===== config.mk =====
export PLATFORM = sky130hd
export DESIGN_NAME = ncc_cell
export DESIGN_NICKNAME = d
export VERILOG_FILES = /design/src/ncc_pkg.sv /design/src/ncc_cell.sv
export SDC_FILE = /design/constraint.sdc
export NUM_CORES = 1
export LEC_CHECK = 0
export BUFFER_PORTS_ARGS = -buffer_cell sky130_fd_sc_hd__buf_2
export CAP_MARGIN = 20
export CORE_UTILIZATION = 55
export CTS_BUF_LIST = sky130_fd_sc_hd__clkbuf_2 sky130_fd_sc_hd__clkbuf_4 sky130_fd_sc_hd__clkbuf_8
export CTS_CLUSTER_DIAMETER = 60
export DETAILED_ROUTE_END_ITERATION = 8
export GPL_TIMING_DRIVEN = 0
export PLACE_DENSITY = 0.74
export SLEW_MARGIN = 20
export SYNTH_ARGS = -nofsm -noshare
export SYNTH_HDL_FRONTEND = slang
export SYNTH_SLANG_ARGS = --single-unit
export TNS_END_PERCENT = 10

===== constraint.sdc =====
create_clock -name clock -period 10.4 [get_ports clock]
set_input_delay 0.52 -clock clock [delete_from_list [all_inputs] [get_ports clock]]
set_output_delay 0.52 -clock clock [all_outputs]
set_load 0.01 [all_outputs]

===== src/ncc_pkg.sv =====
`default_nettype none
package ncc_pkg;

   // Table size; the slot field addresses at most 32 centroids.
   localparam int MAX_CENTROIDS = 32;
   localparam int SLOT_SPACE    = 32;
   localparam int NUM_CELLS     = (MAX_CENTROIDS < SLOT_SPACE) ? MAX_CENTROIDS : SLOT_SPACE;

   localparam int SLOT_W  = 5;
   localparam int CHAN_W  = 8;
   localparam int SQ_W    = 2 * CHAN_W;
   localparam int SUM_W   = SQ_W + 2;
   localparam int DIST_W  = 9;
   localparam int COUNT_W = 6;

   localparam logic [COUNT_W-1:0] COUNT_RESET = 6'd32;

   // Square root: nine restoring steps, three per pipeline stage.
   localparam int SQRT_STAGES = 3;
   localparam int SQRT_STEPS  = 3;

   localparam logic CMD_LOAD     = 1'b0;
   localparam logic CMD_CLASSIFY = 1'b1;

   typedef struct packed {
      logic [CHAN_W-1:0] red;
      logic [CHAN_W-1:0] green;
      logic [CHAN_W-1:0] blue;
   } colour_type;

   typedef struct packed {
      logic              valid;
      logic              cmd;
      logic [SLOT_W-1:0] slot;
      colour_type        pix;
   } item_type;

   typedef struct packed {
      logic              valid;
      logic [DIST_W-1:0] distance;
      logic [SLOT_W-1:0] idx;
      colour_type        col;
   } best_type;

   typedef struct packed {
      logic [SUM_W-1:0] rem;
      logic [SUM_W-1:0] root;
   } sqrt_type;

   function automatic logic [CHAN_W-1:0] abs_diff(input logic [CHAN_W-1:0] a,
                                                  input logic [CHAN_W-1:0] b);
      abs_diff = (a > b) ? (a - b) : (b - a);
   endfunction

   // One pipeline stage worth of the digit-by-digit square root.
   function automatic sqrt_type sqrt_stage(input sqrt_type s, input int stage);
      sqrt_type         r;
      logic [SUM_W-1:0] probe;
      logic [SUM_W-1:0] trial;
      r = s;
      for (int j = 0; j < SQRT_STEPS; j++) begin
         probe = SUM_W'(1) << (SUM_W - 2 - 2 * (stage * SQRT_STEPS + j));
         trial = r.root + probe;
         if (r.rem >= trial) begin
            r.rem  = r.rem - trial;
            r.root = (r.root >> 1) + probe;
         end else begin
            r.root = r.root >> 1;
         end
      end
      return r;
   endfunction

endpackage
`default_nettype wire


===== src/ncc_cell.sv =====
`default_nettype none
module ncc_cell (
   input  wire logic                        clock,
   input  wire logic                        reset,
   input  wire logic                        adv,
   input  wire logic [ncc_pkg::SLOT_W-1:0]  cell_idx,
   input  wire logic                        active,
   input  wire ncc_pkg::item_type           item_in,
   output      ncc_pkg::item_type           item_out,
   input  wire ncc_pkg::best_type           best_in,
   output      ncc_pkg::best_type           best_out
);
   import ncc_pkg::*;

   typedef struct packed {
      logic              valid;
      logic              take;
      logic [SQ_W-1:0]   sq_r;
      logic [SQ_W-1:0]   sq_g;
      logic [SQ_W-1:0]   sq_b;
      colour_type        col;
   } sq_stage_type;

   typedef struct packed {
      logic              valid;
      logic              take;
      sqrt_type          acc;
      colour_type        col;
   } root_stage_type;

   item_type        item_ff;
   colour_type      centroid_ff;
   sq_stage_type    sq_ff;
   sq_stage_type    sq_in;
   root_stage_type  root_ff [SQRT_STAGES];
   root_stage_type  root_in [SQRT_STAGES];
   best_type        best_ff;
   best_type        best_in_nxt;
   sqrt_type        root_last;

   logic [CHAN_W-1:0] dr;
   logic [CHAN_W-1:0] dg;
   logic [CHAN_W-1:0] db;
   logic [DIST_W-1:0] cand_dist;

   assign item_out = item_ff;
   assign best_out = best_ff;

   always_comb begin
      dr = abs_diff(centroid_ff.red,   item_in.pix.red);
      dg = abs_diff(centroid_ff.green, item_in.pix.green);
      db = abs_diff(centroid_ff.blue,  item_in.pix.blue);
      sq_in.valid = item_in.valid && (item_in.cmd == CMD_CLASSIFY);
      sq_in.take  = active;
      sq_in.sq_r  = SQ_W'(dr) * SQ_W'(dr);
      sq_in.sq_g  = SQ_W'(dg) * SQ_W'(dg);
      sq_in.sq_b  = SQ_W'(db) * SQ_W'(db);
      sq_in.col   = centroid_ff;
   end

   // The colour travels with the distance so a later load of this slot
   // cannot change the colour reported for a pixel already in flight.
   always_comb begin
      root_in[0].valid    = sq_ff.valid;
      root_in[0].take     = sq_ff.take;
      root_in[0].col      = sq_ff.col;
      root_in[0].acc.root = '0;
      root_in[0].acc.rem  = {2'b00, sq_ff.sq_r} + {2'b00, sq_ff.sq_g} + {2'b00, sq_ff.sq_b};
      for (int s = 1; s < SQRT_STAGES; s++) begin
         root_in[s]     = root_ff[s-1];
         root_in[s].acc = sqrt_stage(root_ff[s-1].acc, s - 1);
      end
   end

   assign root_last = sqrt_stage(root_ff[SQRT_STAGES-1].acc, SQRT_STAGES - 1);
   assign cand_dist = DIST_W'(root_last.root);

   always_comb begin
      best_in_nxt       = best_in;
      best_in_nxt.valid = root_ff[SQRT_STAGES-1].valid;
      if (root_ff[SQRT_STAGES-1].take && (cand_dist <= best_in.distance)) begin
         best_in_nxt.distance = cand_dist;
         best_in_nxt.idx      = cell_idx;
         best_in_nxt.col      = root_ff[SQRT_STAGES-1].col;
      end
   end

   always_ff @(posedge clock) begin
      if (reset) begin
         item_ff.valid <= 1'b0;
         sq_ff.valid   <= 1'b0;
         best_ff.valid <= 1'b0;
         for (int s = 0; s < SQRT_STAGES; s++) begin
            root_ff[s].valid <= 1'b0;
         end
      end else if (adv) begin
         item_ff.valid <= item_in.valid;
         sq_ff.valid   <= sq_in.valid;
         best_ff.valid <= best_in_nxt.valid;
         for (int s = 0; s < SQRT_STAGES; s++) begin
            root_ff[s].valid <= root_in[s].valid;
         end
      end
      if (adv) begin
         item_ff.cmd      <= item_in.cmd;
         item_ff.slot     <= item_in.slot;
         item_ff.pix      <= item_in.pix;
         sq_ff.take       <= sq_in.take;
         sq_ff.sq_r       <= sq_in.sq_r;
         sq_ff.sq_g       <= sq_in.sq_g;
         sq_ff.sq_b       <= sq_in.sq_b;
         sq_ff.col        <= sq_in.col;
         best_ff.distance <= best_in_nxt.distance;
         best_ff.idx      <= best_in_nxt.idx;
         best_ff.col      <= best_in_nxt.col;
         for (int s = 0; s < SQRT_STAGES; s++) begin
            root_ff[s].take <= root_in[s].take;
            root_ff[s].acc  <= root_in[s].acc;
            root_ff[s].col  <= root_in[s].col;
         end
         if (item_in.valid && (item_in.cmd == CMD_LOAD) && (item_in.slot == cell_idx)) begin
            centroid_ff <= item_in.pix;
         end
      end
   end

endmodule
`default_nettype wire


==> results of run 1 <==
==> cells in the mapped netlist (all sizes together), types with 21 or more instances <==
cell type	count
edfxtp	303
inv	241
ha	215
nor2	127
a21oi	107
fa	97
xnor2	86
nand2	74
o21ai	66
xor2	41
mux2	36
nand2b	34
a21o	31
nor3	31
mux2i	29
o21bai	26
clkbuf	24
o21a	24
nand4	21
==> flip-flops by register name, indices dropped and copies added, names as in the netlist <==
register     cells
best_out        39
centroid_ff     24
item_out        31
root_ff        141
root_in         26
sq_ff           45
==> power by group <==
part,total [uW],switching (uW),leakage (uW),internal (uW)
registers,2050,159,0.00297,1900
logic,5170,2890,0.00677,2280
clock network,1120,487,0.000564,629
total,8340,3540,0.0103,4800
==> metrics by stage <==
step                std cells  total power (uW)  utilization [%]  hold WS (ns)
finish                   2571              8340             63.4        0.0727
global route             2571              9110             63.4        0.0348
CTS                      2568              8370             63.3        0.0324
detailed placement       2475              7210             60.4         0.405
global placement         2469              7070             60.1         0.401
floorplan                1818              6130                -         0.400
==> worst reg2reg max path: cells and delay by family (launching register included) <==
family          cells  cell delay [ns]
compound gates     22             3.77
fa+ha+maj           4             1.18
buf+inv             7             1.64
flops               1             0.42
mux                 1             0.37
simple gates       10             2.04
==> metal layers <==
metal | vias to the layer above | global-route usage [%]
met5 | - | 0
met4 | 0 | 8.53
met3 | 76 | 3.83
met2 | 243 | 35.7
met1 | 6560 | 25.7
li1 | 6864 | -
==> how the worst min path moves through the flow <==
stage	cells past startpoint	startpoint	endpoint	slack, ns
floorplan	0	root_in[124]	root_ff[0][0]	0.40
global placement	0	root_ff[1][21]	root_ff[2][21]	0.40
detailed placement	0	root_in[184]	root_ff[0][60]	0.40
CTS	1	active	root_in[184]	0.03
global route	1	active	root_in[184]	0.03
finish	1	active	root_in[184]	0.07
==> area by class of cell <==
cell class / count / area, um2
Antenna cell: 1 / 2.50
Buffer: 27 / 120
Clock buffer: 68 / 836
Clock inverter: 25 / 248
Fill cell: 2939 / 13500
Inverter: 241 / 905
Multi-Input combinational cell: 1243 / 10700
Sequential cell: 306 / 9160
Tap cell: 504 / 631
Timing Repair Buffer: 156 / 843
==> kinds of logic after synthesis <==
kind of cell             Yosys count  share of synthesized area (%)
flip-flops                       306                           43.9
AND/OR/NAND/NOR                  399                           9.66
other                              1                         0.0180
XOR/XNOR                         127                           5.34
adder cells (fa/ha/maj)          312                           22.2
multiplexers                      65                           3.34
AO/OA/AOI/OAI                    337                           10.6
buffers and inverters            269                           4.89
==> repair_timing <==
| item | in CTS | in global routing |
|---|---|---|
| pin swaps | 0 | 1 |
| resized for setup | 3 | 10 |
| endpoints found under the setup margin | 20 | 38 |
| setup buffers | 0 | 3 |
==> layout by cell type, fill, tap and decap left out, types with 6 or more instances in the layout <==
| cell | instances |
|---|---|
| sky130_fd_sc_hd__mux2i_1 | 29 |
| sky130_fd_sc_hd__and3_1 | 7 |
| sky130_fd_sc_hd__xor2_1 | 41 |
| sky130_fd_sc_hd__a21o_1 | 31 |
| sky130_fd_sc_hd__nand3_1 | 17 |
| sky130_fd_sc_hd__mux2_2 | 36 |
| sky130_fd_sc_hd__clkbuf_1 | 19 |
| sky130_fd_sc_hd__o21bai_1 | 25 |
| sky130_fd_sc_hd__nand2b_1 | 33 |
| sky130_fd_sc_hd__ha_1 | 215 |
| sky130_fd_sc_hd__nand4_1 | 21 |
| sky130_fd_sc_hd__buf_2 | 152 |
| sky130_fd_sc_hd__clkbuf_8 | 52 |
| sky130_fd_sc_hd__nor4_1 | 11 |
| sky130_fd_sc_hd__o211ai_1 | 8 |
| sky130_fd_sc_hd__nor2_1 | 127 |
| sky130_fd_sc_hd__clkbuf_4 | 18 |
| sky130_fd_sc_hd__a211oi_1 | 7 |
| sky130_fd_sc_hd__or2_2 | 16 |
| sky130_fd_sc_hd__inv_1 | 239 |
| sky130_fd_sc_hd__nor3_1 | 30 |
| sky130_fd_sc_hd__nand2_1 | 74 |
| sky130_fd_sc_hd__clkinv_1 | 9 |
| sky130_fd_sc_hd__xnor2_1 | 86 |
| sky130_fd_sc_hd__a31oi_1 | 10 |
| sky130_fd_sc_hd__or3_1 | 13 |
| sky130_fd_sc_hd__fa_1 | 97 |
| sky130_fd_sc_hd__o21ai_0 | 65 |
| sky130_fd_sc_hd__edfxtp_1 | 303 |
| sky130_fd_sc_hd__a21oi_1 | 106 |
| sky130_fd_sc_hd__nor2b_1 | 17 |
| sky130_fd_sc_hd__o21a_1 | 24 |
| sky130_fd_sc_hd__and2_1 | 6 |
| sky130_fd_sc_hd__o31ai_1 | 6 |
==> results.sh, run 1 <==
export IMPL_grt_overflow_total=0
export IMPL_syn_to_final_growth_pct=12.4
export IMPL_grt_pass1_vias=13900
export IMPL_globalplace_congestion=0.906
export IMPL_critical_path_most_common_cell="sky130_fd_sc_hd__o21a_1"
export IMPL_sum_of_negative_setup_slack_ns=0
export IMPL_cellLeakagePower_uw=0.0103
export IMPL_netlist_area_leader_share_pct=43.6
export IMPL_fin_area_mm2=0.0234
export IMPL_remaining_drc_errors=0
export IMPL_yosys_area_top_type="sky130_fd_sc_hd__edfxtp_1"
export IMPL_cell_count_along_the_critical_path=44
export IMPL_die_width_um=197
export IMPL_timing_rr_start="root_ff[2][33]"
export IMPL_finalWirelength_mm=39.5
export IMPL_holdCritPathClass="in -> reg"
export IMPL_crit_path_end="best_out[27]"
export IMPL_finalClockSkew_ns=0.0350
export IMPL_detailroute_via_count=13700
export IMPL_worstSetupStartpointType="register"
export IMPL_nets=2417
export IMPL_clk_latency_ns=0.64
export IMPL_synth_edff_count=303
export IMPL_global_route_usage_total_pct=20.7
export IMPL_placement_cell_area_mm2=0.0223
export IMPL_timing_worst_slew_pin_value_ns=0.873
export IMPL_path_clk_slew_ns=0.06
export IMPL_cts_sinks=306
export IMPL_clock_root_buffer="sky130_fd_sc_hd__clkbuf_8"
export IMPL_grt_max_degree=106
export IMPL_route_top_layer_used="met4"
export IMPL_cts_hold_buffers=0
export IMPL_chipHeight_um=197
export IMPL_critical_path_sink_type="register"
export IMPL_hold_violations=0
export IMPL_setup_violations_final=0
export IMPL_critical_path_max_stage_delay_ns=0.50
export IMPL_async_flop_share_pct=0
export IMPL_core_region_area_mm2=0.0370
export IMPL_worstPathBufferInverterCount=7
export IMPL_start_util_pct=56.4
export IMPL_drive_above_1_share_pct=15.6
export IMPL_drv_cap=0
export IMPL_synth_top_cells_by_area="sky130_fd_sc_hd__edfxtp_1, sky130_fd_sc_hd__ha_1, sky130_fd_sc_hd__fa_1"
export IMPL_wire_per_inst_um=15.4
export IMPL_cts_buffers_inserted=51
export IMPL_initial_antenna_violation_count=1
export IMPL_io_buffers=147
export IMPL_slew_violations=0
export IMPL_layout_setup_ws_ns=0.741
export IMPL_worst_ep_arrival_ns=10.03
export IMPL_worst_slew_margin_rel_pct=40.2
export IMPL_status="completed"
export IMPL_dr_pass1_iters=5
export IMPL_launching_instance_or_port_of_the_critical_path="root_ff[2][33]"
export IMPL_setup_ws_pre_cts_ns=-0.388
export IMPL_largest_buffer_count_on_any_clock_path=3
export IMPL_dp_hpwl_mm=30.7
export IMPL_post_route_period_util_pct=92.9
export IMPL_syn_avg_cell_area_um2=11.5
export IMPL_placement_rows=70
export IMPL_detailedRoute_firstIterationViolations=632
export IMPL_category_of_cells_accounting_for_the_largest_share_of_critical_path_delay="compound AO/OA/AOI/OAI gates"
export IMPL_vias_per_cell=5.35
export IMPL_clock_tree_htree_level_count=2
export IMPL_r2r_slack_ns=0.74
export IMPL_cp_max_fo=11
export IMPL_worst_r2r_endpoint="best_out[27]"
export IMPL_first_pass_grt_wire_length_mm=64.7
export IMPL_fmax_ghz=0.104
export IMPL_cts_tree="yes"
export IMPL_synthFlopType="sky130_fd_sc_hd__edfxtp_1"
export IMPL_p_per_area_mw_per_mm2=356
export IMPL_floorplan_die_area_mm2=0.0387
export IMPL_wl_met3_mm=1.42
export IMPL_synth_instances=1816
export IMPL_max_vdd_ir_drop_mv=0.188
export IMPL_worstSetupPathType="reg -> reg"
export IMPL_routedLengthMet1_mm=17.4
export IMPL_grt_setup_unrepaired="no"
export IMPL_ff2ff_path_depth=44
export IMPL_timing_critical_path_slowest_stage_cell="sky130_fd_sc_hd__or4_1"
export IMPL_pin_count=149
export IMPL_crit_required_ns=10.77
export IMPL_synthesis_area_mm2=0.0208
export IMPL_antenna_left=0
export IMPL_dr_wl_met2_mm=19.3
export IMPL_sequential_fraction_of_the_synthesis_area_pct=43.9
export IMPL_synth_warnings=0
export IMPL_synth_cell_type_count=82
export IMPL_period_minus_slack_ns=9.66
export IMPL_ys_ff_latch=306
(Power assumes the default switching activity.)
==> inputs of run 2 (changes only) <==
Settings changed: BUFFER_PORTS_ARGS -buffer_cell sky130_fd_sc_hd__buf_2 to -buffer_cell sky130_fd_sc_hd__buf_4.
==> run 2 against run 1 <==
Sequential power hardly changed; clock skew is 0.013 ns lower; largest power group unchanged; via count is 0.98% higher; critical endpoint unchanged; cell count hardly changed; clock power is 6% lower; critical path depth stayed put; sequential share of layout area is 0.49 points lower.
==> results.sh, run 2 (same netlist as run 1, synthesis figures left out) <==
export IMPL_io_buffers=147
export IMPL_worstSetupStartpointType="register"
export IMPL_timing_critical_path_slowest_stage_cell="sky130_fd_sc_hd__or4_1"
export IMPL_path_clk_slew_ns=0.06
export IMPL_p_per_area_mw_per_mm2=350
export IMPL_cts_buffers_inserted=53
export IMPL_hold_path_depth=1
export IMPL_grt_max_degree=106
export IMPL_drive_above_1_share_pct=15.2
export IMPL_worstSetupPathType="reg -> reg"
export IMPL_status="completed"
export IMPL_dp_hpwl_mm=31.2
export IMPL_placement_cell_area_mm2=0.0227
export IMPL_fin_area_mm2=0.0237
export IMPL_post_route_period_util_pct=91.8
export IMPL_chipHeight_um=197
export IMPL_timing_rr_start="root_ff[2][34]"
export IMPL_detailroute_via_count=13900
export IMPL_cts_sinks=306
export IMPL_critical_path_most_common_cell="sky130_fd_sc_hd__o21a_1"
export IMPL_cts_hold_buffers=0
export IMPL_finalClockSkew_ns=0.0217
export IMPL_dr_pass1_iters=7
export IMPL_period_minus_slack_ns=9.55
export IMPL_final_cells=2572
export IMPL_timing_worst_slew_pin_value_ns=0.845
export IMPL_syn_to_final_growth_pct=13.9
export IMPL_worst_ep_arrival_ns=9.92
export IMPL_global_route_usage_total_pct=21.2
export IMPL_critical_path_max_stage_delay_ns=0.50
export IMPL_wire_per_inst_um=15.6
export IMPL_clock_root_buffer="sky130_fd_sc_hd__clkbuf_8"
export IMPL_detailedRoute_firstIterationViolations=681
export IMPL_largest_register="root_ff"
export IMPL_vias_per_cell=5.40
export IMPL_die_width_um=197
export IMPL_fill_cells=2911
export IMPL_initial_antenna_violation_count=0
export IMPL_sum_of_internal_switching_and_leakage_power_uw=8310
export IMPL_setup_violations_final=0
export IMPL_grt_pass1_vias=14000
export IMPL_start_util_pct=56.4
export IMPL_grt_setup_unrepaired="no"
export IMPL_first_pass_grt_wire_length_mm=65.8
export IMPL_hold_violations=0
export IMPL_largest_buffer_count_on_any_clock_path=3
export IMPL_launching_instance_or_port_of_the_critical_path="root_ff[2][34]"
export IMPL_antenna_left=0
export IMPL_core_region_area_mm2=0.0370
export IMPL_cp_max_fo=10
export IMPL_holdCritPathClass="in -> reg"
export IMPL_max_vdd_ir_drop_mv=0.205
export IMPL_finalWirelength_mm=40.2
export IMPL_hold_start="active"
export IMPL_critical_path_sink_type="register"
export IMPL_globalplace_congestion=0.895
export IMPL_floorplan_die_area_mm2=0.0387
export IMPL_largest_reg_flops=141
export IMPL_worst_slew_margin_rel_pct=42.0
export IMPL_clk_latency_ns=0.63
export IMPL_remaining_drc_errors=0
export IMPL_clock_tree_htree_level_count=2
export IMPL_antenna_cells=0
export IMPL_ff2ff_path_depth=44
export IMPL_pin_count=149
export IMPL_slew_violations=0
export IMPL_cts_tree="yes"
export IMPL_placement_rows=70
export IMPL_post_place_cells=2475
export IMPL_drv_cap=0
export IMPL_cellLeakagePower_uw=0.0104
export IMPL_grt_overflow_total=0
export IMPL_nets=2419
export IMPL_fmax_ghz=0.105
export IMPL_sum_of_negative_setup_slack_ns=0
export IMPL_final_common_cell="sky130_fd_sc_hd__edfxtp_1"
export IMPL_crit_required_ns=10.78
export IMPL_layout_cells_most_common_list="sky130_fd_sc_hd__edfxtp_1, sky130_fd_sc_hd__inv_1, sky130_fd_sc_hd__ha_1"
-- run 2: cell count changes in the layout (fill, tap and decap cells not counted), moves of 2 or more --
cell	change
sky130_fd_sc_hd__buf_2	-147
sky130_fd_sc_hd__buf_4	+146
sky130_fd_sc_hd__clkinv_1	+9
sky130_fd_sc_hd__clkbuf_4	-8
sky130_fd_sc_hd__bufinv_16	-2
sky130_fd_sc_hd__clkinv_2	+2
-- run 2: power by group --
part | switching, uW | internal, uW | total [uW]
logic | 2910 | 2300 | 5210
registers | 154 | 1900 | 2050
clock network | 492 | 557 | 1050
total | 3560 | 4750 | 8310
-- run 2: layout make-up --
cell class	instances	area [um2]	area share [%]
multi-input cells	1243	10700	45.1
well taps	504	631	2.66
clock buffers	60	782	3.29
plain buffers	27	123	0.517
repair buffers	156	1210	5.09
inverters	241	907	3.82
flip-flops and latches	306	9160	38.6
clock inverters	35	234	0.986
-- run 2: layer usage --
| metal | up-vias | wire length, um | part of all wire, % | track usage [%] |
|---|---|---|---|---|
| met5 | - | 0 | 0 | 0 |
| met4 | 0 | 1120 | 2.8 | 8.15 |
| met3 | 68 | 1520 | 3.8 | 3.23 |
| met2 | 250 | 20400 | 51 | 37.2 |
| met1 | 6703 | 17100 | 43 | 26.4 |
| li1 | 6857 | - | - | - |
-- run 2: final timing paths --
check	end	slack (ns)
worst max-delay path	best_out[27]	0.85
worst min-delay path	root_in[184]	0.07
worst max register to register	best_out[27]	0.85
worst min register to register	root_ff[0][7]	0.41
-- run 2: timing repair --
action,in CTS,in global routing
setup endpoints to repair,20,38
setup buffers,0,3
gates resized for setup,3,12
pin swaps,0,1
-- run 2: worst max-delay path, delay by kind of cell (launching register included) --
family / cells / cell delay, ns
AO/OA/AOI/OAI: 20 / 3.71
AND/OR/NAND/NOR: 12 / 2.25
buffers and inverters: 7 / 1.58
adder cells (fa/ha/maj): 4 / 0.98
multiplexers: 1 / 0.38
flip-flops: 1 / 0.37
-- run 2: through the flow --
stage / hold slack [ns] / util [%] / setup slack (ns)
after floorplan: 0.400 / - / 1.86
after global placement: 0.401 / 61.1 / -0.322
after detailed placement: 0.405 / 61.4 / -0.409
after CTS: 0.0232 / 64.1 / 0.0870
after global routing: 0.0363 / 64.2 / 0.0576
final: 0.0716 / 64.2 / 0.854
==> inputs of run 3 (changes only) <==
Settings changed: CTS_BUF_LIST sky130_fd_sc_hd__clkbuf_2 sky130_fd_sc_hd__clkbuf_4 sky130_fd_sc_hd__clkbuf_8 to sky130_fd_sc_hd__clkbuf_16.
==> run 3 against run 2 <==
Clock skew down 0.0019 ns; clock power up 17%; register-to-register slack worse by 0.05 ns; wire length down 0.37%; combinational power about the same; utilization rose by 0.44 points; via count is 1.0% lower; sequential power is essentially flat; cell count down 1.1%; largest cell class unchanged.
==> results.sh, run 3 (same netlist as run 1, synthesis figures left out) <==
export IMPL_die_width_um=197
export IMPL_globalplace_congestion=0.895
export IMPL_core_region_area_mm2=0.0370
export IMPL_holdCritPathClass="in -> reg"
export IMPL_crit_path_end="best_out[27]"
export IMPL_worstSetupPathType="reg -> reg"
export IMPL_layout_cells_most_common_list="sky130_fd_sc_hd__edfxtp_1, sky130_fd_sc_hd__inv_1, sky130_fd_sc_hd__ha_1"
export IMPL_nets=2402
export IMPL_timing_worst_slew_pin_value_ns=0.849
export IMPL_start_util_pct=56.4
export IMPL_worstSetupStartpointType="register"
export IMPL_drv_cap=0
export IMPL_period_minus_slack_ns=9.60
export IMPL_pin_count=149
export IMPL_clock_root_buffer="sky130_fd_sc_hd__clkbuf_16"
export IMPL_layout_setup_ws_ns=0.803
export IMPL_critical_path_sink_type="register"
export IMPL_placement_cell_area_mm2=0.0227
export IMPL_timing_critical_path_slowest_stage_cell="sky130_fd_sc_hd__or4_1"
export IMPL_io_buffers=147
export IMPL_grt_setup_unrepaired="no"
export IMPL_fmax_ghz=0.104
export IMPL_critical_path_max_stage_delay_ns=0.50
export IMPL_slew_violations=0
export IMPL_cellLeakagePower_uw=0.0105
export IMPL_placement_rows=70
export IMPL_max_vdd_ir_drop_mv=0.206
export IMPL_syn_to_final_growth_pct=14.7
export IMPL_grt_max_degree=106
export IMPL_final_cells=2543
export IMPL_clock_tree_htree_level_count=2
export IMPL_final_common_cell="sky130_fd_sc_hd__edfxtp_1"
export IMPL_remaining_drc_errors=0
export IMPL_cp_max_fo=10
export IMPL_setup_ws_pre_cts_ns=-0.409
export IMPL_initial_antenna_violation_count=0
export IMPL_worst_slew_margin_rel_pct=41.8
export IMPL_post_place_cells=2475
export IMPL_worst_r2r_endpoint="best_out[27]"
export IMPL_largest_buffer_count_on_any_clock_path=3
export IMPL_r2r_slack_ns=0.80
export IMPL_dr_pass1_iters=7
export IMPL_path_clk_slew_ns=0.06
export IMPL_cts_tree="yes"
export IMPL_critical_path_most_common_cell="sky130_fd_sc_hd__o21a_1"
export IMPL_status="completed"
export IMPL_timing_rr_start="root_ff[2][34]"
export IMPL_post_route_period_util_pct=92.3
export IMPL_detailedRoute_firstIterationViolations=690
export IMPL_worst_ep_arrival_ns=9.89
export IMPL_grt_overflow_total=0
export IMPL_wire_per_inst_um=15.7
export IMPL_p_per_area_mw_per_mm2=355
export IMPL_launching_instance_or_port_of_the_critical_path="root_ff[2][34]"
export IMPL_cts_buffers_inserted=36
export IMPL_dp_hpwl_mm=31.2
export IMPL_ff2ff_path_depth=44
export IMPL_chipHeight_um=197
export IMPL_first_pass_grt_wire_length_mm=66.0
export IMPL_global_route_usage_total_pct=21.2
export IMPL_vias_per_cell=5.40
export IMPL_largest_register="root_ff"
export IMPL_hold_violations=0
export IMPL_fin_area_mm2=0.0239
export IMPL_cts_sinks=306
export IMPL_detailroute_via_count=13700
export IMPL_antenna_cells=0
export IMPL_finalClockSkew_ns=0.0197
export IMPL_floorplan_die_area_mm2=0.0387
export IMPL_finalWirelength_mm=40.0
export IMPL_crit_required_ns=10.70
export IMPL_clk_latency_ns=0.55
export IMPL_largest_reg_flops=141
export IMPL_antenna_left=0
export IMPL_grt_pass1_vias=14000
export IMPL_drive_above_1_share_pct=14.5
export IMPL_setup_violations_final=0
-- run 3: cell count changes in the layout (fill, tap and decap cells not counted) --
cell                         previous run  this run
sky130_fd_sc_hd__clkinv_8               0         1
sky130_fd_sc_hd__bufinv_16              2         3
sky130_fd_sc_hd__inv_1                239       243
sky130_fd_sc_hd__inv_6                  1         2
sky130_fd_sc_hd__inv_8                  2         3
sky130_fd_sc_hd__clkinv_1              18         5
sky130_fd_sc_hd__clkbuf_8              53         0
sky130_fd_sc_hd__inv_16                 0         1
sky130_fd_sc_hd__clkinvlp_4             3         2
sky130_fd_sc_hd__clkbuf_4              10         3
sky130_fd_sc_hd__clkbuf_16              0        36
-- run 3: layout make-up --
type / instances / area [um2]
fillers: 2870 / 13100
repair buffers: 156 / 1210
flip-flops and latches: 306 / 9160
well taps: 504 / 631
inverters: 241 / 907
clock inverters: 30 / 279
plain buffers: 27 / 123
clock buffers: 36 / 901
multi-input cells: 1243 / 10700
-- run 3: metrics by stage --
| stage | total power [uW] | utilization [%] | hold WS [ns] | TNS [ns] |
|---|---|---|---|---|
| 2_1_floorplan | 6130 | - | 0.400 | 0 |
| 4_1_cts | 8540 | 64.6 | 0.124 | 0 |
| 3_3_place_gp | 7100 | 61.1 | 0.401 | -3.81 |
| 6_report | 8480 | 64.7 | 0.154 | 0 |
| 3_5_place_dp | 7250 | 61.4 | 0.405 | -5.66 |
| 5_1_grt | 9270 | 64.7 | 0.126 | 0 |
-- run 3: critical path: cells and delay by family, from the launching register on --
kind	cells	cell delay, ns
buf+inv	7	1.58
mux	1	0.37
fa+ha+maj	4	0.98
flops	1	0.38
simple gates	12	2.29
compound gates	20	3.73
-- run 3: worst min-delay path by stage --
| stage | from | endpoint | slack [ns] | cells after the start |
|---|---|---|---|---|
| floorplan | root_in[124] | root_ff[0][0] | 0.40 | 0 |
| global placement | root_ff[1][22] | root_ff[2][22] | 0.40 | 0 |
| detailed placement | root_in[142] | root_ff[0][18] | 0.40 | 0 |
| CTS | active | root_in[184] | 0.12 | 1 |
| global route | active | root_in[184] | 0.13 | 1 |
| finish | active | root_in[184] | 0.15 | 1 |
-- run 3: power by group --
group / leakage [uW] / internal, uW / switching, uW
Combinational: 0.00690 / 2300 / 2900
Sequential: 0.00297 / 1890 / 156
Clock: 0.000595 / 722 / 512
-- run 3: what timing repair did --
item,in CTS,in global routing
cloned,0,0
setup buffers,0,3
resized for setup,3,12
hold buffers,0,0
pin swaps,0,1
endpoints found under the setup margin,20,38
-- run 3: metal layers --
layer  up-vias  global-route usage (%)  part of all wire, %
met5         -                       0                    0
li1       6819                       -                    -
met1      6615                    26.6                   43
met2       240                    37.5                   51
met3        59                    2.93                  3.7
met4         0                    7.78                  2.6
